$ cat config.mk
export PLATFORM = sky130hd
export DESIGN_NAME = text_command_line_tokenizer
export DESIGN_NICKNAME = d
export VERILOG_FILES = /design/src/sv/tcl_pkg.sv /design/src/sv/tcl_cfg.sv /design/src/sv/tcl_scan.sv /design/src/sv/text_command_line_tokenizer.sv
export SDC_FILE = /design/constraint.sdc
export NUM_CORES = 1
export LEC_CHECK = 0
export ABC_CLOCK_PERIOD_IN_PS = 7800
export BUFFER_PORTS_ARGS = -buffer_cell sky130_fd_sc_hd__buf_2
export CAP_MARGIN = 10
export CORE_ASPECT_RATIO = 0.8
export CORE_MARGIN = 8
export CORE_UTILIZATION = 50
export CTS_CLUSTER_SIZE = 10
export DETAILED_ROUTE_END_ITERATION = 12
export PLACE_DENSITY = 0.69
export SLEW_MARGIN = 10
export SYNTH_ARGS = -nofsm -noshare
export SYNTH_HDL_FRONTEND = slang
export SYNTH_SLANG_ARGS = --single-unit
export TNS_END_PERCENT = 30
$ cat constraint.sdc
create_clock -name clock -period 7.8 [get_ports clock]
set_input_delay 0.39 -clock clock [delete_from_list [all_inputs] [get_ports clock]]
set_output_delay 0.39 -clock clock [all_outputs]
set_load 0.1 [all_outputs]
$ cat src/sv/tcl_pkg.sv
`default_nettype none
// ----------------------------------------------------------------------------
// tcl_pkg
// Shared types, character codes and a width helper for the command line tokenizer.
// ----------------------------------------------------------------------------
package tcl_pkg;

   localparam int LINE_LIMIT_W   = 11;
   localparam int TOKEN_LENGTH_W = 9;
   localparam int TOKEN_COUNT_W  = 7;
   localparam int CSR_DATA_W     = 11;
   localparam int CSR_INDEX_W    = 2;

   localparam logic [CSR_INDEX_W-1:0] REG_LINE_LIMIT   = 2'd0;
   localparam logic [CSR_INDEX_W-1:0] REG_TOKEN_LENGTH = 2'd1;
   localparam logic [CSR_INDEX_W-1:0] REG_TOKEN_COUNT  = 2'd2;

   localparam logic [7:0] CH_NUL     = 8'h00;
   localparam logic [7:0] CH_TAB     = 8'h09;
   localparam logic [7:0] CH_NL      = 8'h0A;
   localparam logic [7:0] CH_VT      = 8'h0B;
   localparam logic [7:0] CH_FF      = 8'h0C;
   localparam logic [7:0] CH_CR      = 8'h0D;
   localparam logic [7:0] CH_SPACE   = 8'h20;
   localparam logic [7:0] CH_HASH    = 8'h23;
   localparam logic [7:0] CH_PLUS    = 8'h2B;
   localparam logic [7:0] CH_MINUS   = 8'h2D;
   localparam logic [7:0] CH_ZERO    = 8'h30;
   localparam logic [7:0] CH_NINE    = 8'h39;

   localparam logic [1:0] ERR_NONE     = 2'd0;
   localparam logic [1:0] ERR_TOO_LONG = 2'd1;
   localparam logic [1:0] ERR_TOO_MANY = 2'd2;

   localparam logic [1:0] ID_NONE     = 2'd0;
   localparam logic [1:0] ID_POSITIVE = 2'd1;
   localparam logic [1:0] ID_ZERO     = 2'd2;
   localparam logic [1:0] ID_NEGATIVE = 2'd3;

   localparam logic [30:0] ID_MAX = 31'h7FFF_FFFF;

   typedef struct packed {
      logic        token_char_valid;
      logic [7:0]  token_char;
      logic [5:0]  token_number;
      logic        line_end;
      logic        line_empty;
      logic [1:0]  error_code;
      logic [1:0]  id_kind;
      logic [30:0] id_value;
      logic [5:0]  arg_count;
   } result_type;

   // width of a limit register that must hold both its field and its default
   function automatic int limit_width(input int max_val, input int min_width);
      int w;
      w = $clog2(max_val + 1);
      return (w > min_width) ? w : min_width;
   endfunction

endpackage
`default_nettype wire

$ cat src/sv/tcl_cfg.sv
`default_nettype none
// ----------------------------------------------------------------------------
// tcl_cfg
// Limit registers, loaded with their defaults at reset and written over csr.
// ----------------------------------------------------------------------------
module tcl_cfg #(
   parameter int MAX_LINE        = 1024,
   parameter int MAX_TOKENS      = 64,
   parameter int MAX_TOKEN_CHARS = 256
) (
   input  wire logic                                clock,
   input  wire logic                                reset,
   input  wire logic                                csr_we,
   input  wire logic [tcl_pkg::CSR_INDEX_W-1:0]     csr_index,
   input  wire logic [tcl_pkg::CSR_DATA_W-1:0]      csr_data,
   output logic [tcl_pkg::limit_width(MAX_LINE, tcl_pkg::LINE_LIMIT_W)-1:0]
                                                    line_limit,
   output logic [tcl_pkg::limit_width(MAX_TOKEN_CHARS, tcl_pkg::TOKEN_LENGTH_W)-1:0]
                                                    token_length_limit,
   output logic [tcl_pkg::limit_width(MAX_TOKENS, tcl_pkg::TOKEN_COUNT_W)-1:0]
                                                    token_count_limit
);
   import tcl_pkg::*;

   localparam int LLW = limit_width(MAX_LINE, LINE_LIMIT_W);
   localparam int TLW = limit_width(MAX_TOKEN_CHARS, TOKEN_LENGTH_W);
   localparam int TCW = limit_width(MAX_TOKENS, TOKEN_COUNT_W);

   logic [LLW-1:0] line_limit_ff;
   logic [TLW-1:0] token_length_limit_ff;
   logic [TCW-1:0] token_count_limit_ff;

   always_ff @(posedge clock) begin
      if (reset) begin
         line_limit_ff         <= LLW'(MAX_LINE);
         token_length_limit_ff <= TLW'(MAX_TOKEN_CHARS);
         token_count_limit_ff  <= TCW'(MAX_TOKENS);
      end else if (csr_we) begin
         unique case (csr_index)
            REG_LINE_LIMIT: begin
               line_limit_ff <= LLW'(csr_data[LINE_LIMIT_W-1:0]);
            end
            REG_TOKEN_LENGTH: begin
               token_length_limit_ff <= TLW'(csr_data[TOKEN_LENGTH_W-1:0]);
            end
            REG_TOKEN_COUNT: begin
               token_count_limit_ff <= TCW'(csr_data[TOKEN_COUNT_W-1:0]);
            end
            default: begin
            end
         endcase
      end
   end

   assign line_limit         = line_limit_ff;
   assign token_length_limit = token_length_limit_ff;
   assign token_count_limit  = token_count_limit_ff;

endmodule
`default_nettype wire

$ cat src/sv/tcl_scan.sv
`default_nettype none
// ----------------------------------------------------------------------------
// tcl_scan
// Per-line scanner state and the per-byte update that forms one result.
// ----------------------------------------------------------------------------
module tcl_scan #(
   parameter int MAX_LINE        = 1024,
   parameter int MAX_TOKENS      = 64,
   parameter int MAX_TOKEN_CHARS = 256
) (
   input  wire logic                clock,
   input  wire logic                reset,
   input  wire logic                step,
   input  wire logic [7:0]          ch,
   input  wire logic [tcl_pkg::limit_width(MAX_LINE, tcl_pkg::LINE_LIMIT_W)-1:0]
                                    line_limit,
   input  wire logic [tcl_pkg::limit_width(MAX_TOKEN_CHARS, tcl_pkg::TOKEN_LENGTH_W)-1:0]
                                    token_length_limit,
   input  wire logic [tcl_pkg::limit_width(MAX_TOKENS, tcl_pkg::TOKEN_COUNT_W)-1:0]
                                    token_count_limit,
   output tcl_pkg::result_type      result
);
   import tcl_pkg::*;

   localparam int LLW = limit_width(MAX_LINE, LINE_LIMIT_W);
   localparam int TLW = limit_width(MAX_TOKEN_CHARS, TOKEN_LENGTH_W);
   localparam int TCW = limit_width(MAX_TOKENS, TOKEN_COUNT_W);

   typedef enum logic [1:0] {
      PH_START,
      PH_DIGITS,
      PH_DONE
   } phase_type;

   logic [LLW-1:0] byte_count_ff,   byte_count_in;
   logic           in_comment_ff,   in_comment_in;
   logic           in_token_ff,     in_token_in;
   logic [TCW-1:0] token_count_ff,  token_count_in;
   logic [TLW-1:0] token_length_ff, token_length_in;
   logic [1:0]     error_seen_ff,   error_seen_in;
   logic           first_neg_ff,    first_neg_in;
   phase_type      first_phase_ff,  first_phase_in;
   logic [30:0]    id_acc_ff,       id_acc_in;
   logic           lone_zero_ff,    lone_zero_in;

   logic [LLW-1:0] bc_inc;
   logic [TCW-1:0] tc_plus;
   logic [TCW-1:0] tc_closed;
   logic [TLW-1:0] tl_plus;
   logic [1:0]     err_closed;
   logic           token_counted;
   logic           line_close;
   logic           is_digit;
   logic           is_sep;
   logic [34:0]    acc_sum;
   logic [30:0]    acc_sat;
   logic [1:0]     start;

   always_comb begin
      bc_inc        = byte_count_ff + 1'b1;
      tc_plus       = token_count_ff + 1'b1;
      tl_plus       = token_length_ff + 1'b1;
      token_counted = in_token_ff && (error_seen_ff == ERR_NONE);
      tc_closed     = token_counted ? tc_plus : token_count_ff;
      err_closed    = (token_counted && (tc_plus >= token_count_limit)) ?
                      ERR_TOO_MANY : error_seen_ff;
      line_close    = (ch == CH_NL) || (bc_inc >= line_limit);
      is_digit      = (ch >= CH_ZERO) && (ch <= CH_NINE);
      is_sep        = (ch == CH_SPACE) || (ch == CH_TAB) || (ch == CH_NL) ||
                      (ch == CH_VT) || (ch == CH_FF) || (ch == CH_CR);
      acc_sum       = {1'b0, id_acc_ff, 3'b000} + {3'b000, id_acc_ff, 1'b0} +
                      {31'd0, ch[3:0]};
      acc_sat       = (acc_sum > {4'd0, ID_MAX}) ? ID_MAX : acc_sum[30:0];
      start         = 2'd1;

      result          = '0;
      byte_count_in   = bc_inc;
      in_comment_in   = in_comment_ff;
      in_token_in     = in_token_ff;
      token_count_in  = token_count_ff;
      token_length_in = token_length_ff;
      error_seen_in   = error_seen_ff;
      first_neg_in    = first_neg_ff;
      first_phase_in  = first_phase_ff;
      id_acc_in       = id_acc_ff;
      lone_zero_in    = lone_zero_ff;

      priority if (line_close) begin
         result.line_end = 1'b1;
         priority if (err_closed != ERR_NONE) begin
            result.error_code = err_closed;
         end else if (tc_closed == '0) begin
            result.line_empty = 1'b1;
         end else begin
            priority if (lone_zero_ff) begin
               result.id_kind = ID_ZERO;
               start          = 2'd2;
            end else if (id_acc_ff != '0) begin
               if (first_neg_ff) begin
                  result.id_kind = ID_NEGATIVE;
               end else begin
                  result.id_kind  = ID_POSITIVE;
                  result.id_value = id_acc_ff;
               end
               start = 2'd2;
            end else begin
            end
            result.arg_count = (tc_closed > TCW'(start)) ?
                               6'((tc_closed - TCW'(start)) & TCW'(63)) : 6'd0;
         end
         byte_count_in   = '0;
         in_comment_in   = 1'b0;
         in_token_in     = 1'b0;
         token_count_in  = '0;
         token_length_in = '0;
         error_seen_in   = ERR_NONE;
         first_neg_in    = 1'b0;
         first_phase_in  = PH_START;
         id_acc_in       = '0;
         lone_zero_in    = 1'b0;
      end else if (in_comment_ff || (error_seen_ff != ERR_NONE)) begin
      end else if ((ch == CH_HASH) || (ch == CH_NUL) || is_sep) begin
         in_token_in     = 1'b0;
         token_length_in = '0;
         token_count_in  = tc_closed;
         error_seen_in   = err_closed;
         in_comment_in   = !is_sep;
      end else if (tl_plus >= token_length_limit) begin
         error_seen_in = ERR_TOO_LONG;
      end else begin
         result.token_char_valid = 1'b1;
         result.token_char       = ch;
         result.token_number     = token_count_ff[5:0];
         token_length_in         = tl_plus;
         in_token_in             = 1'b1;
         if (token_count_ff == '0) begin
            lone_zero_in = (token_length_ff == '0) && (ch == CH_ZERO);
            unique case (first_phase_ff)
               PH_START: begin
                  priority if (ch == CH_MINUS) begin
                     first_neg_in   = 1'b1;
                     first_phase_in = PH_DIGITS;
                  end else if (ch == CH_PLUS) begin
                     first_phase_in = PH_DIGITS;
                  end else if (is_digit) begin
                     id_acc_in      = acc_sat;
                     first_phase_in = PH_DIGITS;
                  end else begin
                     first_phase_in = PH_DONE;
                  end
               end
               PH_DIGITS: begin
                  if (is_digit) begin
                     id_acc_in = acc_sat;
                  end else begin
                     first_phase_in = PH_DONE;
                  end
               end
               PH_DONE: begin
               end
               default: begin
                  first_phase_in = PH_DONE;
               end
            endcase
         end
      end
   end

   always_ff @(posedge clock) begin
      if (reset) begin
         byte_count_ff   <= '0;
         in_comment_ff   <= 1'b0;
         in_token_ff     <= 1'b0;
         token_count_ff  <= '0;
         token_length_ff <= '0;
         error_seen_ff   <= ERR_NONE;
         first_neg_ff    <= 1'b0;
         first_phase_ff  <= PH_START;
         id_acc_ff       <= '0;
         lone_zero_ff    <= 1'b0;
      end else if (step) begin
         byte_count_ff   <= byte_count_in;
         in_comment_ff   <= in_comment_in;
         in_token_ff     <= in_token_in;
         token_count_ff  <= token_count_in;
         token_length_ff <= token_length_in;
         error_seen_ff   <= error_seen_in;
         first_neg_ff    <= first_neg_in;
         first_phase_ff  <= first_phase_in;
         id_acc_ff       <= id_acc_in;
         lone_zero_ff    <= lone_zero_in;
      end
   end

endmodule
`default_nettype wire

$ cat src/sv/text_command_line_tokenizer.sv
`default_nettype none
// ----------------------------------------------------------------------------
// text_command_line_tokenizer
// Splits a byte stream of command lines into tokens and line summaries.
// Each byte passes an input register and then a result register before its
// result is valid. Throughput: one byte per cycle while rsp_ready keeps the
// result register from stalling.
// Synchronous reset clears the line state and loads the default limits;
// no clearing pass.
// ----------------------------------------------------------------------------
module text_command_line_tokenizer #(
   parameter int MAX_LINE        = 1024,
   parameter int MAX_TOKENS      = 64,
   parameter int MAX_TOKEN_CHARS = 256
) (
   input  wire logic                            clock,
   input  wire logic                            reset,
   input  wire logic                            req_valid,
   output logic                                 req_ready,
   input  wire logic [7:0]                      req_ch,
   output logic                                 rsp_valid,
   input  wire logic                            rsp_ready,
   output logic                                 rsp_token_char_valid,
   output logic [7:0]                           rsp_token_char,
   output logic [5:0]                           rsp_token_number,
   output logic                                 rsp_line_end,
   output logic                                 rsp_line_empty,
   output logic [1:0]                           rsp_error_code,
   output logic [1:0]                           rsp_id_kind,
   output logic [30:0]                          rsp_id_value,
   output logic [5:0]                           rsp_arg_count,
   input  wire logic                            csr_we,
   input  wire logic [tcl_pkg::CSR_INDEX_W-1:0] csr_index,
   input  wire logic [tcl_pkg::CSR_DATA_W-1:0]  csr_data
);
   import tcl_pkg::*;

   localparam int LLW = limit_width(MAX_LINE, LINE_LIMIT_W);
   localparam int TLW = limit_width(MAX_TOKEN_CHARS, TOKEN_LENGTH_W);
   localparam int TCW = limit_width(MAX_TOKENS, TOKEN_COUNT_W);

   logic [LLW-1:0] line_limit;
   logic [TLW-1:0] token_length_limit;
   logic [TCW-1:0] token_count_limit;

   logic       in_valid_ff,  in_valid_in;
   logic [7:0] in_ch_ff;
   logic       out_valid_ff, out_valid_in;
   result_type out_ff;
   result_type scan_result;
   logic       advance;
   logic       req_transfer;

   tcl_cfg #(
      .MAX_LINE        (MAX_LINE),
      .MAX_TOKENS      (MAX_TOKENS),
      .MAX_TOKEN_CHARS (MAX_TOKEN_CHARS)
   ) u_cfg (
      .clock              (clock),
      .reset              (reset),
      .csr_we             (csr_we),
      .csr_index          (csr_index),
      .csr_data           (csr_data),
      .line_limit         (line_limit),
      .token_length_limit (token_length_limit),
      .token_count_limit  (token_count_limit)
   );

   tcl_scan #(
      .MAX_LINE        (MAX_LINE),
      .MAX_TOKENS      (MAX_TOKENS),
      .MAX_TOKEN_CHARS (MAX_TOKEN_CHARS)
   ) u_scan (
      .clock              (clock),
      .reset              (reset),
      .step               (advance),
      .ch                 (in_ch_ff),
      .line_limit         (line_limit),
      .token_length_limit (token_length_limit),
      .token_count_limit  (token_count_limit),
      .result             (scan_result)
   );

   always_comb begin
      advance      = in_valid_ff && (!out_valid_ff || rsp_ready);
      req_ready    = !in_valid_ff || advance;
      req_transfer = req_valid && req_ready;
      in_valid_in  = req_transfer ? 1'b1 : (advance ? 1'b0 : in_valid_ff);
      out_valid_in = advance ? 1'b1 : (rsp_ready ? 1'b0 : out_valid_ff);
   end

   always_ff @(posedge clock) begin
      if (reset) begin
         in_valid_ff  <= 1'b0;
         out_valid_ff <= 1'b0;
      end else begin
         in_valid_ff  <= in_valid_in;
         out_valid_ff <= out_valid_in;
      end
   end

   always_ff @(posedge clock) begin
      if (req_transfer) begin
         in_ch_ff <= req_ch;
      end
      if (advance) begin
         out_ff <= scan_result;
      end
   end

   assign rsp_valid            = out_valid_ff;
   assign rsp_token_char_valid = out_ff.token_char_valid;
   assign rsp_token_char       = out_ff.token_char;
   assign rsp_token_number     = out_ff.token_number;
   assign rsp_line_end         = out_ff.line_end;
   assign rsp_line_empty       = out_ff.line_empty;
   assign rsp_error_code       = out_ff.error_code;
   assign rsp_id_kind          = out_ff.id_kind;
   assign rsp_id_value         = out_ff.id_value;
   assign rsp_arg_count        = out_ff.arg_count;

endmodule
`default_nettype wire

# ---- Yosys cells after proc, flatten, opt, wreduce, memory -nomap -nowiden
# Cells that the tools add are included.
dict set report op_classes {
  n_addsub 6
  magnitude_cmp 7
  n_eq_ne 22
  n_mux 75
  n_bitwise 3
  reduce_logical 56
}
# op count
set op_table {}
lappend op_table {{$mux W31} 11}
lappend op_table {{$mux W39} 2}
lappend op_table {{$pmux W31 S2} 1}
lappend op_table {{$mux W2} 22}
lappend op_table {{$mux W43} 1}
lappend op_table {{$eq A8 B4 Y1 const B} 5}
lappend op_table {{$eq A8 B6 Y1 const B} 5}
lappend op_table {{$mux W9} 4}
lappend op_table {{$add A34 B32 Y35} 1}
lappend op_table {{$add A35 B4 Y35} 1}
lappend op_table {{$gt A35 B31 Y1 const B} 1}
lappend op_table {{$mux W33} 1}
lappend op_table {{$reduce_bool A31 Y1} 1}
lappend op_table {{$mux W7} 4}
lappend op_table {{$mux W1} 25}
lappend op_table {{$reduce_bool A2 Y1} 8}
lappend op_table {{$mux W15} 1}
lappend op_table {{$logic_not A7 Y1} 2}
lappend op_table {{$reduce_and A7 Y1} 2}
lappend op_table {{$add A11 B1 Y11 const B} 1}
lappend op_table {{$ge A11 B11 Y1} 1}
lappend op_table {{$logic_or A1 B1 Y1} 11}
lappend op_table {{$mux W11} 1}
lappend op_table {{$add A9 B1 Y9 const B} 1}
lappend op_table {{other kinds (30)} 56}
dict set report totals {
  ff_bits 161
  input_bits 26
  out_inout_bits 60
  word_cells 195
}

# ---- Longest topological paths before layout
# Gate-level depths: netlist (run 1).
dict set report logic_depth {
  word_depth 13
  ltp_mapped 15
  depth_no_buf 14
}

# ---- Modules after synthesis
# From an unflattened synthesis (run 1), not the netlist that was laid out.
dict set report hier_totals {
  cells_unflattened 1076
  area_unflattened_um2 10077.2
}
# mod n_inst cells_per_inst area_per_inst_um2 seq_area_each_um2
set modules_own_cells {}
lappend modules_own_cells {tcl_scan 1 893 6870.3 1321.3}
lappend modules_own_cells {text_command_line_tokenizer 1 76 2085.8 2021.9}
lappend modules_own_cells {tcl_cfg 1 107 1121.1 540.5}

# ---- Worst setup path after synthesis (run 1)
# Ideal clock, no wire load.
dict set report synth_timing {
  kind {reg2reg}
  start {register out_valid_ff (netlist: rsp_valid)}
  end {register u_scan.byte_count_ff[3]}
  setup_time_ns 0.128
  t_arrival_ns 3.561
  required_ns 7.672
  path_slack_ns 4.111
  path_stages_with_launch 8
  path_buffers 1
  synth_period_minus_slack_ns 3.689
  cell_sequence {dfxtp_1 > nor2b_1 > nand2b_1 > inv_1 > clkbuf_1 > o21ai_0 > a21oi_1 > nor2_1}
}
dict set report synth_via {
  elab_chain_cells 3
}
# element line_no
set synth_lines {}
lappend synth_lines {{start, declared} text_command_line_tokenizer.sv:48} ;# logic out_valid_ff, out_valid_in;
lappend synth_lines {{start signal, assigned} text_command_line_tokenizer.sv:98} ;# out_valid_ff <= out_valid_in;
lappend synth_lines {{$logic_not A1 Y1} text_command_line_tokenizer.sv:85} ;# advance = in_valid_ff && (!out_valid_ff || rsp_ready);
lappend synth_lines {{$logic_or A1 B1 Y1} text_command_line_tokenizer.sv:85}
lappend synth_lines {{$logic_and A1 B1 Y1} text_command_line_tokenizer.sv:85}
lappend synth_lines {{via advance} text_command_line_tokenizer.sv:51} ;# logic advance;
lappend synth_lines {{end signal, assigned} tcl_scan.sv:182} ;# byte_count_ff <= byte_count_in;
lappend synth_lines {{end, declared} tcl_scan.sv:35} ;# logic [LLW-1:0] byte_count_ff, byte_count_in;
# The timed path passes the listed nets, and every way through them passes these cells.
# A chain may end at the register's enable or synchronous reset.

# ---- Worst setup path after layout (run 1)
dict set report layout_timing {
  start {register in_ch_ff[3]}
  end {register u_scan.id_acc_ff[30]}
}
dict set report layout_via {
  elab_chain_cells 12
  word_cells_on_any_way 41
  cone_classes {add/sub: 1; order compare: 3; eq/ne: 14; mux: 10; reduce/logical: 13}
}
# element line_no
set layout_lines {}
lappend layout_lines {{start, declared} text_command_line_tokenizer.sv:47} ;# logic [7:0] in_ch_ff;
lappend layout_lines {{start signal, assigned} text_command_line_tokenizer.sv:104} ;# in_ch_ff <= req_ch;
lappend layout_lines {{$add A35 B4 Y35} tcl_scan.sv:71} ;# acc_sum = {1'b0, id_acc_ff, 3'b000} + {3'b000, id_acc_ff, 1'b0} +
lappend layout_lines {{$gt A35 B31 Y1} tcl_scan.sv:73} ;# acc_sat = (acc_sum > {4'd0, ID_MAX}) ? ID_MAX : acc_sum[30:0];
lappend layout_lines {{$mux W31} tcl_scan.sv:73}
lappend layout_lines {{$mux W31} {tcl_scan.sv:145, tcl_scan.sv:153}}
lappend layout_lines {{$mux W31} tcl_scan.sv:143} ;# end else if (ch == CH_PLUS) begin
lappend layout_lines {{$mux W31} tcl_scan.sv:140} ;# priority if (ch == CH_MINUS) begin
lappend layout_lines {{$pmux W31 S2} tcl_scan.sv:138} ;# unique case (first_phase_ff)
lappend layout_lines {{$mux W31} tcl_scan.sv:136} ;# if (token_count_ff == '0) begin
lappend layout_lines {{$mux W31} tcl_scan.sv:128} ;# end else if (tl_plus >= token_length_limit) begin
lappend layout_lines {{$mux W31} tcl_scan.sv:122} ;# end else if ((ch == CH_HASH) || (ch == CH_NUL) || is_sep) begin
lappend layout_lines {{$mux W31} tcl_scan.sv:121} ;# end else if (in_comment_ff || (error_seen_ff != ERR_NONE)) begin
lappend layout_lines {{$mux W31} tcl_scan.sv:88} ;# priority if (line_close) begin
lappend layout_lines {{end signal, assigned} tcl_scan.sv:190} ;# id_acc_ff <= id_acc_in;
lappend layout_lines {{end, declared} tcl_scan.sv:43} ;# logic [30:0] id_acc_ff, id_acc_in;
# Parallel ways exist; a longest one is shown, timed or not. The select of a mux whose other input is x is not followed.

==> results of run 1 <==
-- sequential cells by signal (all words and copies together) (netlist names), 7 cells and up --
register,count
u_scan.token_count_ff,7
u_scan.token_length_ff,9
u_scan.id_acc_ff,31
in_ch_ff,8
u_cfg.token_count_limit,7
rsp_token_char,8
u_cfg.token_length_limit,9
rsp_id_value,31
u_cfg.line_limit,11
u_scan.byte_count_ff,11
-- worst max-delay path by stage --
stage                                          to        start  depth (start not counted)
final                        u_scan.id_acc_ff[30]  in_ch_ff[3]                         13
after global routing         u_scan.id_acc_ff[28]  in_ch_ff[3]                         13
after CTS                    u_scan.id_acc_ff[28]  in_ch_ff[3]                         13
after detailed placement     u_scan.id_acc_ff[10]  in_ch_ff[3]                         13
after global placement       u_scan.id_acc_ff[23]  in_ch_ff[3]                         13
after floorplan           u_scan.byte_count_ff[3]    rsp_valid                          7
-- kinds of logic after synthesis --
family	Yosys count	share of synthesized area
AND/OR/NAND/NOR	416	0.218
multiplexers	18	0.0181
adder cells (fa/ha/maj)	98	0.126
AO/OA/AOI/OAI	238	0.156
buffers and inverters	93	0.0416
XOR/XNOR	56	0.0494
flip-flops	161	0.391
-- per-layer routing --
metal,vias up,GRT usage
li1,4022,-
met1,3711,0.279
met2,220,0.284
met3,24,0.0528
met4,0,0.0521
met5,-,0
-- where the power goes --
group	internal, mW	leakage [nW]	switching [mW]
logic	0.0491	3.15	0.178
registers	0.900	1.39	0.0123
clock network	0.485	0.290	0.363
total	1.43	4.82	0.553
-- cells in the final DEF (no fill, tap or decap), types with 4 or more instances in the layout --
cell type                   count
sky130_fd_sc_hd__nor2_1       115
sky130_fd_sc_hd__ha_1          95
sky130_fd_sc_hd__dfxtp_1       95
sky130_fd_sc_hd__buf_2         85
sky130_fd_sc_hd__nand2_1       78
sky130_fd_sc_hd__a21oi_1       72
sky130_fd_sc_hd__edfxtp_1      66
sky130_fd_sc_hd__and2_1        51
sky130_fd_sc_hd__o21ai_0       48
sky130_fd_sc_hd__inv_1         46
sky130_fd_sc_hd__nor4_1        33
sky130_fd_sc_hd__xnor2_1       29
sky130_fd_sc_hd__xor2_1        27
sky130_fd_sc_hd__o21ai_1       26
sky130_fd_sc_hd__nor3_1        22
sky130_fd_sc_hd__and3_1        19
sky130_fd_sc_hd__nand3_1       18
sky130_fd_sc_hd__mux2i_1       18
sky130_fd_sc_hd__clkbuf_16     17
sky130_fd_sc_hd__nand2b_1      14
sky130_fd_sc_hd__nand4_1       12
sky130_fd_sc_hd__a21o_1        12
sky130_fd_sc_hd__nand3b_1      12
sky130_fd_sc_hd__o21a_1         9
sky130_fd_sc_hd__nor2b_1        8
sky130_fd_sc_hd__a211oi_1       7
sky130_fd_sc_hd__inv_6          7
sky130_fd_sc_hd__a31oi_1        6
sky130_fd_sc_hd__o211ai_1       6
sky130_fd_sc_hd__a32oi_1        6
sky130_fd_sc_hd__buf_4          6
sky130_fd_sc_hd__o21bai_1       5
sky130_fd_sc_hd__o31ai_1        5
sky130_fd_sc_hd__or3_1          5
sky130_fd_sc_hd__or3b_2         5
sky130_fd_sc_hd__a22oi_1        4
-- area by class of cell --
cell class,count,area share
sequential,161,0.350
inverter,47,0.0159
clock buffer,18,0.0395
multi-input combinational,826,0.509
timing repair buffer,91,0.0424
tap,264,0.0297
clock inverter,14,0.0136
-- critical path: cells and delay by family (launching register included) --
| kind | cells | cell delay, ns |
|---|---|---|
| buf+inv | 2 | 0.18 |
| fa+ha+maj | 2 | 0.88 |
| simple gates | 6 | 2.21 |
| compound gates | 3 | 0.83 |
| flops | 1 | 0.45 |
-- per-stage QoR --
stage          cells   util  setup slack (ns)
6_report        1421  0.566              3.09
5_1_grt         1421  0.566              2.64
4_1_cts         1421  0.566              3.08
3_5_place_dp    1389  0.536              3.10
3_3_place_gp    1389  0.536              3.23
2_1_floorplan   1080      -              4.11
==> impl_summary.log, run 1 <==
INFO  metric setup_viol = 0
INFO  metric worstHoldStart = req_ch[0]
INFO  metric synth.yosys.seq_area_share = 0.391
INFO  metric outcome = finished clean
INFO  metric rsz_0062_raised_after_global_routing = false
INFO  metric io_buffer_count = 85
INFO  metric synthMostInstantiatedCell = sky130_fd_sc_hd__nor2_1
INFO  metric nFillCells = 1784
INFO  metric timing_max_transition_violations_final = 0
INFO  metric timing.reg2reg.setup_slack = 3.09 ns
INFO  metric tritoncts = yes
INFO  metric fin_area = 0.0111 mm2
INFO  metric wl_met3 = 1760 um
INFO  metric clock-sinks = 161
INFO  metric postCtsSetupBuffers = 0
INFO  metric synth_commonest_cells = 115 x sky130_fd_sc_hd__nor2_1, 95 x sky130_fd_sc_hd__dfxtp_1, 95 x sky130_fd_sc_hd__ha_1, 78 x sky130_fd_sc_hd__nand2_1, 72 x sky130_fd_sc_hd__a21oi_1
INFO  metric wl_met2 = 9660 um
INFO  metric grt_pass1_vias = 7635
INFO  metric syn-instance-count = 1080
INFO  metric ctsHtreeMaxLevel = 4
INFO  metric syn_area_per_cell = 9.19 um2
INFO  metric firstDrtPassIters = 5
INFO  metric drt-initial-drc-count = 589
INFO  metric power_density_over_cell_area = 179 mW/mm2
INFO  metric topRoutingLayerUsed = met4
INFO  metric finalClockSkew = 0.0138 ns
INFO  metric synthesis.area = 0.00993 mm2
INFO  metric drive_gt1_frac = 0.131
INFO  metric synth_cell_types = 76
INFO  metric layout.area.seq = 0.00388 mm2
INFO  metric whs_endpoint = in_ch_ff[0]
INFO  metric design.die.area = 0.0246 mm2
INFO  metric route.vias.total = 7977
INFO  metric clock_latency = 0.44 ns
INFO  metric crit_type = flop to flop
INFO  metric finalWorstPathRequiredPeriod = 4.71 ns
INFO  metric dominantRegCellSynth = sky130_fd_sc_hd__dfxtp_1
INFO  metric worst_setup_path_end_kind = flop
INFO  metric r2r_cells = 13
INFO  metric largest_net_degree_at_the_start_of_global_routing = 62
INFO  metric critPathSlowestCell = sky130_fd_sc_hd__nand3_1
INFO  metric multi_input_comb_area = 0.00565 mm2
INFO  metric grt_first_pass_wirelength = 39300 um
INFO  metric synth_warnings = 0
INFO  metric grt_overflow = 0
INFO  metric die_w = 174 um
INFO  metric cts-root-to-sink-buffers = 2
INFO  metric cts.repair.resized = 0
INFO  metric placed_area = 0.0105 mm2
INFO  metric timing_worst_slew_pin_value = 1.15 ns
INFO  metric insertedDiodeCount = 0
INFO  metric power.ir.vdd_worst = 0.129 mV
INFO  metric hold_class = input pin to flop
INFO  metric cts_hold_buffers = 0
INFO  metric synth_edf_count = 66
INFO  metric whs_path_depth = 1
INFO  metric wl = 23800 um
INFO  metric critical_path.max_fanout = 24
INFO  metric critPathArrivalTime = 5.00 ns
INFO  metric crit_path_launch_type = flop
INFO  metric crit_path_cell_trace = inv_1 -> fa_1 -> inv_1 -> ha_1 -> a21oi_1 -> nand4b_1 -> a2111oi_4 -> nor2_1 -> nor3_1 -> or4_1 -> nand3_1 -> nor2_1 -> a32oi_1
INFO  metric mappedNetlistNets = 1204
INFO  metric worst_r2r_endpoint = u_scan.id_acc_ff[30]
INFO  metric clk_root_buffer_cell = sky130_fd_sc_hd__clkbuf_16
INFO  metric met1_length = 12000 um
INFO  metric hold_violations = 0
INFO  metric areaGrowthSynthToFinish = 11.9%
INFO  metric synth_top_area_share = 0.200
INFO  metric detailedPlacementHpwl = 17500 um
INFO  metric worst_ep_required_time = 8.09 ns
INFO  metric chipHeight = 142 um
INFO  metric final.period_utilization = 0.603
INFO  metric worstReg2RegStart = in_ch_ff[3]
INFO  metric timing.setup.tns = 0 ns
INFO  metric wire_per_inst = 16.7 um
INFO  metric max_slew_margin = 0.231
INFO  metric core_area = 0.0196 mm2
INFO  metric async_flop_share = 0
INFO  metric drc_errors = 0
INFO  metric path_clk_slew = 0.07 ns
INFO  metric top_cell_type_by_total_area_after_synthesis = sky130_fd_sc_hd__edfxtp_1
INFO  metric p_total = 1.99 mW
INFO  metric final_nets = 1268
INFO  metric initial_core_util = 0.506
INFO  metric fp-row-count = 46
INFO  metric final_antenna_net_count = 0
INFO  metric track_usage = 0.195
INFO  metric tritoncts.num_buffers = 17
INFO  metric max_clock_freq = 0.212 GHz
INFO  metric viasPerCell = 5.61
INFO  metric total_leakage_power = 4.82 nW
INFO  metric placer_congestion_estimate = 0.942
INFO  metric ys_seq_elements = 161
INFO  metric initial_antenna_violation_count = 0
INFO  metric hold-worst-slack = 0.132 ns
INFO  metric drv_cap = 0
INFO  metric pin_count = 86
INFO  metric slowest_delay = 0.75 ns
INFO  metric synth.top_cells.by_area = sky130_fd_sc_hd__edfxtp_1 20%, sky130_fd_sc_hd__dfxtp_1 19%, sky130_fd_sc_hd__ha_1 12%
(Power assumes the default switching activity.)
==> inputs of run 2 (changes only) <==
ABC_CLOCK_PERIOD_IN_PS = 4000   (was 7800)
PLACE_DENSITY = 0.71   (was 0.69)
clock period = 4 ns   (was 7.8 ns; I/O delays follow)
==> run 2 against run 1 <==
Worst hold slack worse by 0.11 ns. Clock skew down 0.0021 ns. Power grew 92%. Sequential cell count unchanged. Sequential power increased by 95%. Critical path type unchanged.
==> impl_summary.log, run 2 (same netlist as run 1, synthesis figures left out) <==
INFO  metric outcome = finished clean (unchanged)
INFO  metric ctsHtreeMaxLevel = 4 (unchanged)
INFO  metric wl = 24200 um (was 23800 um)
INFO  metric route.vias.total = 8248 (was 7977)
INFO  metric fp-row-count = 46 (unchanged)
INFO  metric worst_ep_required_time = 4.31 ns (was 8.09 ns)
INFO  metric max_clock_freq = 0.263 GHz (was 0.212 GHz)
INFO  metric setup_viol = 0 (unchanged)
INFO  metric wire_per_inst = 16.7 um (about the same)
INFO  metric timing.setup.tns = 0 ns (unchanged)
INFO  metric drt-initial-drc-count = 697 (was 589)
INFO  metric grt_pass1_vias = 7811 (was 7635)
INFO  metric switching_power = 1.03 mW (was 0.553 mW)
INFO  metric final.period_utilization = 0.949 (was 0.603)
INFO  metric p_total = 3.81 mW (was 1.99 mW)
INFO  metric dp.cells = 1406 (was 1389)
INFO  metric pin_count = 86 (unchanged)
INFO  metric die_w = 174 um (unchanged)
INFO  metric clk_root_buffer_cell = sky130_fd_sc_hd__clkbuf_16 (unchanged)
INFO  metric drc_errors = 0 (unchanged)
INFO  metric rsz_0062_raised_after_global_routing = false (unchanged)
INFO  metric mostFrequentLayoutCell = sky130_fd_sc_hd__nor2_1 (unchanged)
INFO  metric fin_util = 0.582 (was 0.566)
INFO  metric initial_core_util = 0.506 (unchanged)
INFO  metric clock_latency = 0.43 ns (was 0.44 ns)
INFO  metric cts-root-to-sink-buffers = 2 (unchanged)
INFO  metric placer_congestion_estimate = 0.907 (was 0.942)
INFO  metric final_nets = 1298 (was 1268)
INFO  metric tritoncts.num_buffers = 17 (unchanged)
INFO  metric crit_path_launch_type = flop (unchanged)
INFO  metric power_density_over_cell_area = 334 mW/mm2 (was 179 mW/mm2)
INFO  metric final_antenna_net_count = 0 (unchanged)
INFO  metric viasPerCell = 5.68 (was 5.61)
INFO  metric chipHeight = 142 um (unchanged)
INFO  metric grt_first_pass_wirelength = 39700 um (was 39300 um)
INFO  metric swShare = 0.270 (was 0.278)
INFO  metric total_leakage_power = 4.95 nW (was 4.82 nW)
INFO  metric io_buffer_count = 85 (unchanged)
INFO  metric crit_type = flop to flop (unchanged)
INFO  metric firstDrtPassIters = 5 (unchanged)
INFO  metric areaGrowthSynthToFinish = 15.0% (was 11.9%)
INFO  metric path_clk_slew = 0.07 ns (about the same)
INFO  metric hold-worst-slack = 0.0180 ns (was 0.132 ns)
INFO  metric drv_cap = 0 (unchanged)
INFO  metric clock-sinks = 161 (unchanged)
INFO  metric layout.cells.non_filler = 1451 (was 1421)
INFO  metric nFillCells = 1681 (was 1784)
INFO  metric worst_setup_path_end_kind = flop (unchanged)
INFO  metric timing_worst_slew_pin_value = 0.782 ns (was 1.15 ns)
INFO  metric most-common-layout-cells = 114 x sky130_fd_sc_hd__nor2_1, 94 x sky130_fd_sc_hd__ha_1, 94 x sky130_fd_sc_hd__dfxtp_1 (was 115 x sky130_fd_sc_hd__nor2_1, 95 x sky130_fd_sc_hd__ha_1, 95 x sky130_fd_sc_hd__dfxtp_1)
INFO  metric initial_antenna_violation_count = 0 (unchanged)
INFO  metric grt_overflow = 0 (unchanged)
INFO  metric finalClockSkew = 0.0117 ns (was 0.0138 ns)
INFO  metric hold_violations = 0 (unchanged)
INFO  metric p_comb_frac = 0.124 (was 0.114)
INFO  metric track_usage = 0.197 (was 0.195)
INFO  metric largest_net_degree_at_the_start_of_global_routing = 52 (was 62)
INFO  metric hold_class = input pin to flop (unchanged)
INFO  metric drive_gt1_frac = 0.148 (was 0.131)
INFO  metric max_slew_margin = 0.478 (was 0.231)
INFO  metric finalWorstPathRequiredPeriod = 3.80 ns (was 4.71 ns)
INFO  metric internal-power = 2.78 mW (was 1.43 mW)
INFO  metric pwr-share-clk = 0.410 (was 0.427)
INFO  metric detailedPlacementHpwl = 17500 um (about the same)
INFO  metric power_frac_seq = 0.466 (was 0.459)
INFO  metric tritoncts = yes (unchanged)
INFO  metric timing_max_transition_violations_final = 0 (unchanged)
INFO  metric critPathArrivalTime = 4.10 ns (was 5.00 ns)
INFO  metric design.die.area = 0.0246 mm2 (unchanged)
INFO  metric insertedDiodeCount = 0 (unchanged)
INFO  metric core_area = 0.0196 mm2 (unchanged)
INFO  metric power.ir.vdd_worst = 0.245 mV (was 0.129 mV)
INFO  metric critical_path.max_fanout = 12 (was 24)
## run 2: cell types whose count changed in the layout (fill, tap and decap cells not counted), moves of 4 or more
cell | previous run | this run
sky130_fd_sc_hd__buf_4 | 6 | 21
sky130_fd_sc_hd__clkbuf_1 | 0 | 4
sky130_fd_sc_hd__clkinvlp_4 | 1 | 5
sky130_fd_sc_hd__dlygate4sd3_1 | 0 | 11
sky130_fd_sc_hd__inv_6 | 7 | 0
## run 2: final timing paths
check / startpoint / endpoint / slack (ns) / cells past startpoint
hold reg to reg: u_scan.in_token_ff / u_scan.in_token_ff / 0.48 / 1
setup reg to reg: in_ch_ff[3] / u_scan.id_acc_ff[6] / 0.20 / 14
hold / removal: csr_data[7] / u_cfg.line_limit[7] / 0.02 / 3
setup / recovery: in_ch_ff[3] / u_scan.id_acc_ff[6] / 0.20 / 14
## run 2: layout make-up
| type | count | area (um2) | area share |
|---|---|---|---|
| Multi-Input combinational cell | 826 | 5710 | 0.500 |
| Sequential cell | 161 | 3880 | 0.340 |
| Timing Repair Buffer | 121 | 761 | 0.0666 |
| Clock buffer | 21 | 440 | 0.0386 |
| Tap cell | 264 | 330 | 0.0289 |
| Inverter | 47 | 176 | 0.0155 |
| Clock inverter | 11 | 116 | 0.0102 |
## run 2: per-layer routing
layer,track usage,part of all wire,up-vias
met5,0,0,-
met4,0.0494,0.012,0
met3,0.0443,0.072,25
met2,0.296,0.42,285
met1,0.281,0.50,3839
li1,-,-,4099
## run 2: timing repair
action | 4_1_cts | 5_1_grt
endpoints found under the setup margin | 0 | 93
endpoints found under the hold margin | 11 | 0
buffers inserted | 0 | 1
hold buffers | 11 | 0
resized for setup | 0 | 14
## run 2: through the flow
stage	cell area, um2	setup WS (ns)
final	11400	0.202
after floorplan	9930	0.311
after detailed placement	10700	0.0795
after global routing	11400	0.0132
after CTS	11300	0.0513
after global placement	10700	0.246
## run 2: critical path, stage by stage, from the launching register on
cell and delay [ns]:
sky130_fd_sc_hd__edfxtp_1 0.34, sky130_fd_sc_hd__inv_1 0.09, sky130_fd_sc_hd__fa_1 0.59, sky130_fd_sc_hd__inv_1 0.05, sky130_fd_sc_hd__ha_1 0.26, sky130_fd_sc_hd__a21oi_1 0.06, sky130_fd_sc_hd__nand4b_1 0.26, sky130_fd_sc_hd__a2111oi_4 0.51
sky130_fd_sc_hd__o2111ai_1 0.22, sky130_fd_sc_hd__and3b_4 0.25, sky130_fd_sc_hd__nor4_4 0.14, sky130_fd_sc_hd__o2bb2ai_2 0.22, sky130_fd_sc_hd__buf_4 0.25, sky130_fd_sc_hd__nor4_1 0.31, sky130_fd_sc_hd__o21ai_1 0.10
## run 2: power by group through the flow
| stage | sequential, mW | clock (mW) | combinational [mW] |
|---|---|---|---|
| after floorplan | 2.00 | 0 | 0.161 |
| after detailed placement | 1.81 | 0 | 0.454 |
| after global placement | 1.81 | 0 | 0.451 |
| final | 1.78 | 1.56 | 0.473 |
| after global routing | 1.78 | 1.65 | 0.507 |
| after CTS | 1.78 | 1.58 | 0.464 |
==> inputs of run 3 (changes only) <==
CELL_PAD_IN_SITES_DETAIL_PLACEMENT = 1   (was unset)
CELL_PAD_IN_SITES_GLOBAL_PLACEMENT = 2   (was unset)
CORE_UTILIZATION = 34   (was 50)
PLACE_DENSITY = unset   (was 0.71)
PLACE_DENSITY_LB_ADDON = 0.1   (was unset)
==> run 3 against run 2 <==
Fmax grew 0.93%. Worst setup slack gained 0.035 ns. Sequential cell count is the same. Cell count grew 9.3%. Die area grew 42%. Core utilization shrank 18 points. Critical path type unchanged. Largest cell class unchanged.
==> impl_summary.log, run 3 (same netlist as run 1, synthesis figures left out) <==
INFO  metric slowest_delay = 0.53 ns (was 0.59 ns)
INFO  metric drt-initial-drc-count = 378 (was 697)
INFO  metric route.vias.total = 8313 (was 8248)
INFO  metric setup_viol = 0 (unchanged)
INFO  metric final_nets = 1319 (was 1298)
INFO  metric tritoncts = yes (unchanged)
INFO  metric critical_path.max_fanout = 13 (was 12)
INFO  metric critPathArrivalTime = 4.11 ns (was 4.10 ns)
INFO  metric worst_setup_path_end_kind = flop (unchanged)
INFO  metric finalWorstPathRequiredPeriod = 3.76 ns (was 3.80 ns)
INFO  metric initial_antenna_violation_count = 0 (unchanged)
INFO  metric die_w = 207 um (was 174 um)
INFO  metric dp.cells = 1538 (was 1406)
INFO  metric power.ir.vdd_worst = 0.292 mV (was 0.245 mV)
INFO  metric critical_path.most_common_cell = sky130_fd_sc_hd__and3_1 (was sky130_fd_sc_hd__inv_1)
INFO  metric detailedPlacementHpwl = 23000 um (was 17500 um)
INFO  metric wl = 31100 um (was 24200 um)
INFO  metric grt_pass1_vias = 8586 (was 7811)
INFO  metric largest_net_degree_at_the_start_of_global_routing = 53 (was 52)
INFO  metric grt_overflow = 0 (unchanged)
INFO  metric crit_path_launch_type = flop (unchanged)
INFO  metric firstDrtPassIters = 4 (was 5)
INFO  metric detailedPlace.worstSlack = 0.183 ns (was 0.0795 ns)
INFO  metric core_area = 0.0290 mm2 (was 0.0196 mm2)
INFO  metric finalClockSkew = 0.0150 ns (was 0.0117 ns)
INFO  metric mostFrequentLayoutCell = sky130_fd_sc_hd__nor2_1 (unchanged)
INFO  metric layout.cells.non_filler = 1586 (was 1451)
INFO  metric rsz_0062_raised_after_global_routing = false (unchanged)
INFO  metric cts-root-to-sink-buffers = 2 (unchanged)
INFO  metric clock-sinks = 161 (unchanged)
INFO  metric track_usage = 0.178 (was 0.197)
INFO  metric crit_path_cell_trace = ha_1 -> and3_1 -> and3_1 -> and3_1 -> and3_1 -> xor2_2 -> ha_1 -> a221o_1 -> a31oi_2 -> o31ai_4 -> buf_4 -> or3_1 -> a21boi_0 -> a41oi_2 (was inv_1 -> fa_1 -> inv_1 -> ha_1 -> a21oi_1 -> nand4b_1 -> a2111oi_4 -> o2111ai_1 -> and3b_4 -> nor4_4 -> o2bb2ai_2 -> buf_4 -> nor4_1 -> o21ai_1)
INFO  metric timing.reg2reg.setup_slack = 0.24 ns (was 0.20 ns)
INFO  metric final.period_utilization = 0.941 (was 0.949)
INFO  metric clk_root_buffer_cell = sky130_fd_sc_hd__clkbuf_16 (unchanged)
INFO  metric clock_latency = 0.43 ns (about the same)
INFO  metric hold_class = input pin to flop (unchanged)
INFO  metric tritoncts.num_buffers = 17 (unchanged)
INFO  metric viasPerCell = 5.24 (was 5.68)
INFO  metric design.die.area = 0.0350 mm2 (was 0.0246 mm2)
INFO  metric drc_errors = 0 (unchanged)
INFO  metric hold_violations = 0 (unchanged)
INFO  metric most-common-layout-cells = 115 x sky130_fd_sc_hd__nor2_1, 95 x sky130_fd_sc_hd__ha_1, 95 x sky130_fd_sc_hd__dfxtp_1 (was 114 x sky130_fd_sc_hd__nor2_1, 94 x sky130_fd_sc_hd__ha_1, 94 x sky130_fd_sc_hd__dfxtp_1)
INFO  metric timing_max_transition_violations_final = 0 (unchanged)
INFO  metric fp-row-count = 56 (was 46)
INFO  metric worst_slack = 0.237 ns (was 0.202 ns)
INFO  metric crit_type = flop to flop (unchanged)
INFO  metric final_antenna_net_count = 0 (unchanged)
INFO  metric outcome = finished clean (unchanged)
INFO  metric worst_ep_required_time = 4.35 ns (was 4.31 ns)
INFO  metric wire_per_inst = 19.6 um (was 16.7 um)
INFO  metric timing.setup.tns = 0 ns (unchanged)
INFO  metric io_buffer_count = 85 (unchanged)
INFO  metric max_clock_freq = 0.266 GHz (was 0.263 GHz)
INFO  metric pin_count = 86 (unchanged)
INFO  metric path_clk_slew = 0.07 ns (about the same)
INFO  metric max_slew_margin = 0.550 (was 0.478)
INFO  metric timing_worst_slew_pin_value = 0.674 ns (was 0.782 ns)
INFO  metric total_leakage_power = 5.06 nW (was 4.95 nW)
INFO  metric initial_core_util = 0.342 (was 0.506)
INFO  metric placer_congestion_estimate = 0.812 (was 0.907)
INFO  metric grt_first_pass_wirelength = 49600 um (was 39700 um)
INFO  metric critPathSlowestCell = sky130_fd_sc_hd__or3_1 (was sky130_fd_sc_hd__fa_1)
INFO  metric drv_cap = 0 (unchanged)
INFO  metric ctsHtreeMaxLevel = 4 (unchanged)
INFO  metric chipHeight = 169 um (was 142 um)
INFO  metric power_density_over_cell_area = 323 mW/mm2 (was 334 mW/mm2)
INFO  metric drive_gt1_frac = 0.158 (was 0.148)
INFO  metric areaGrowthSynthToFinish = 17.8% (was 15.0%)
INFO  metric nFillCells = 3364 (was 1681)
run 3: cell types whose count changed in the layout (fill, tap and decap cells not counted), moves of 2 or more:
cell,delta
sky130_fd_sc_hd__clkinvlp_4,-5
sky130_fd_sc_hd__buf_4,+17
sky130_fd_sc_hd__clkinv_2,+3
sky130_fd_sc_hd__clkbuf_8,+3
sky130_fd_sc_hd__bufinv_16,-2
sky130_fd_sc_hd__dlygate4sd3_1,+2
sky130_fd_sc_hd__buf_12,+3
run 3: report_power, final:
group	internal, mW	switching (mW)
clock network	0.841	0.670
logic	0.124	0.371
registers	1.76	0.0216
run 3: timing repair:
action                                 in CTS  in global routing
buffers inserted                            0                  1
hold buffers                               13                  0
endpoints found under the hold margin      13                  0
resized for setup                           0                  7
setup endpoints to repair                   0                 66
run 3: routing by layer:
metal,track usage,share of wire,vias to the layer above
met2,0.251,0.39,131
met1,0.271,0.55,4019
met4,0.0406,0.011,0
li1,-,-,4136
met3,0.0349,0.041,27
met5,0,0,-
run 3: per-stage QoR:
step           hold WS (ns)  utilization  total power [mW]  instance area [um2]
2_1_floorplan         0.299            -              2.16                 9930
3_3_place_gp          0.380        0.378              2.29                11000
3_5_place_dp          0.385        0.378              2.29                11000
4_1_cts              0.0658        0.400              3.84                11600
5_1_grt               0.100        0.403              3.93                11700
6_report             0.0816        0.403              3.78                11700
run 3: worst max-delay path: cells and delay by family, from the launching register on:
kind,cells,cell delay (ns)
fa+ha+maj,2,0.53
buf+inv,1,0.21
compound gates,5,1.03
xor+xnor,1,0.17
simple gates,5,1.34
flops,1,0.41
run 3: worst paths after layout:
path | start | endpoint | cells after the start
max reg2reg | u_scan.byte_count_ff[0] | u_scan.id_acc_ff[28] | 14
max | u_scan.byte_count_ff[0] | u_scan.id_acc_ff[28] | 14
min reg2reg | u_scan.in_token_ff | u_scan.in_token_ff | 1
min | csr_data[2] | u_cfg.line_limit[2] | 3
run 3: cell type report:
| cell class | count | area, um2 | share of cell area |
|---|---|---|---|
| flip-flops and latches | 161 | 3880 | 0.332 |
| well taps | 377 | 472 | 0.0403 |
| clock inverters | 7 | 36.3 | 0.00310 |
| repair buffers | 142 | 957 | 0.0818 |
| clock buffers | 25 | 487 | 0.0416 |
| inverters | 47 | 176 | 0.0151 |
| diodes | 1 | 2.50 | 0.000214 |
| multi-input cells | 826 | 5690 | 0.486 |
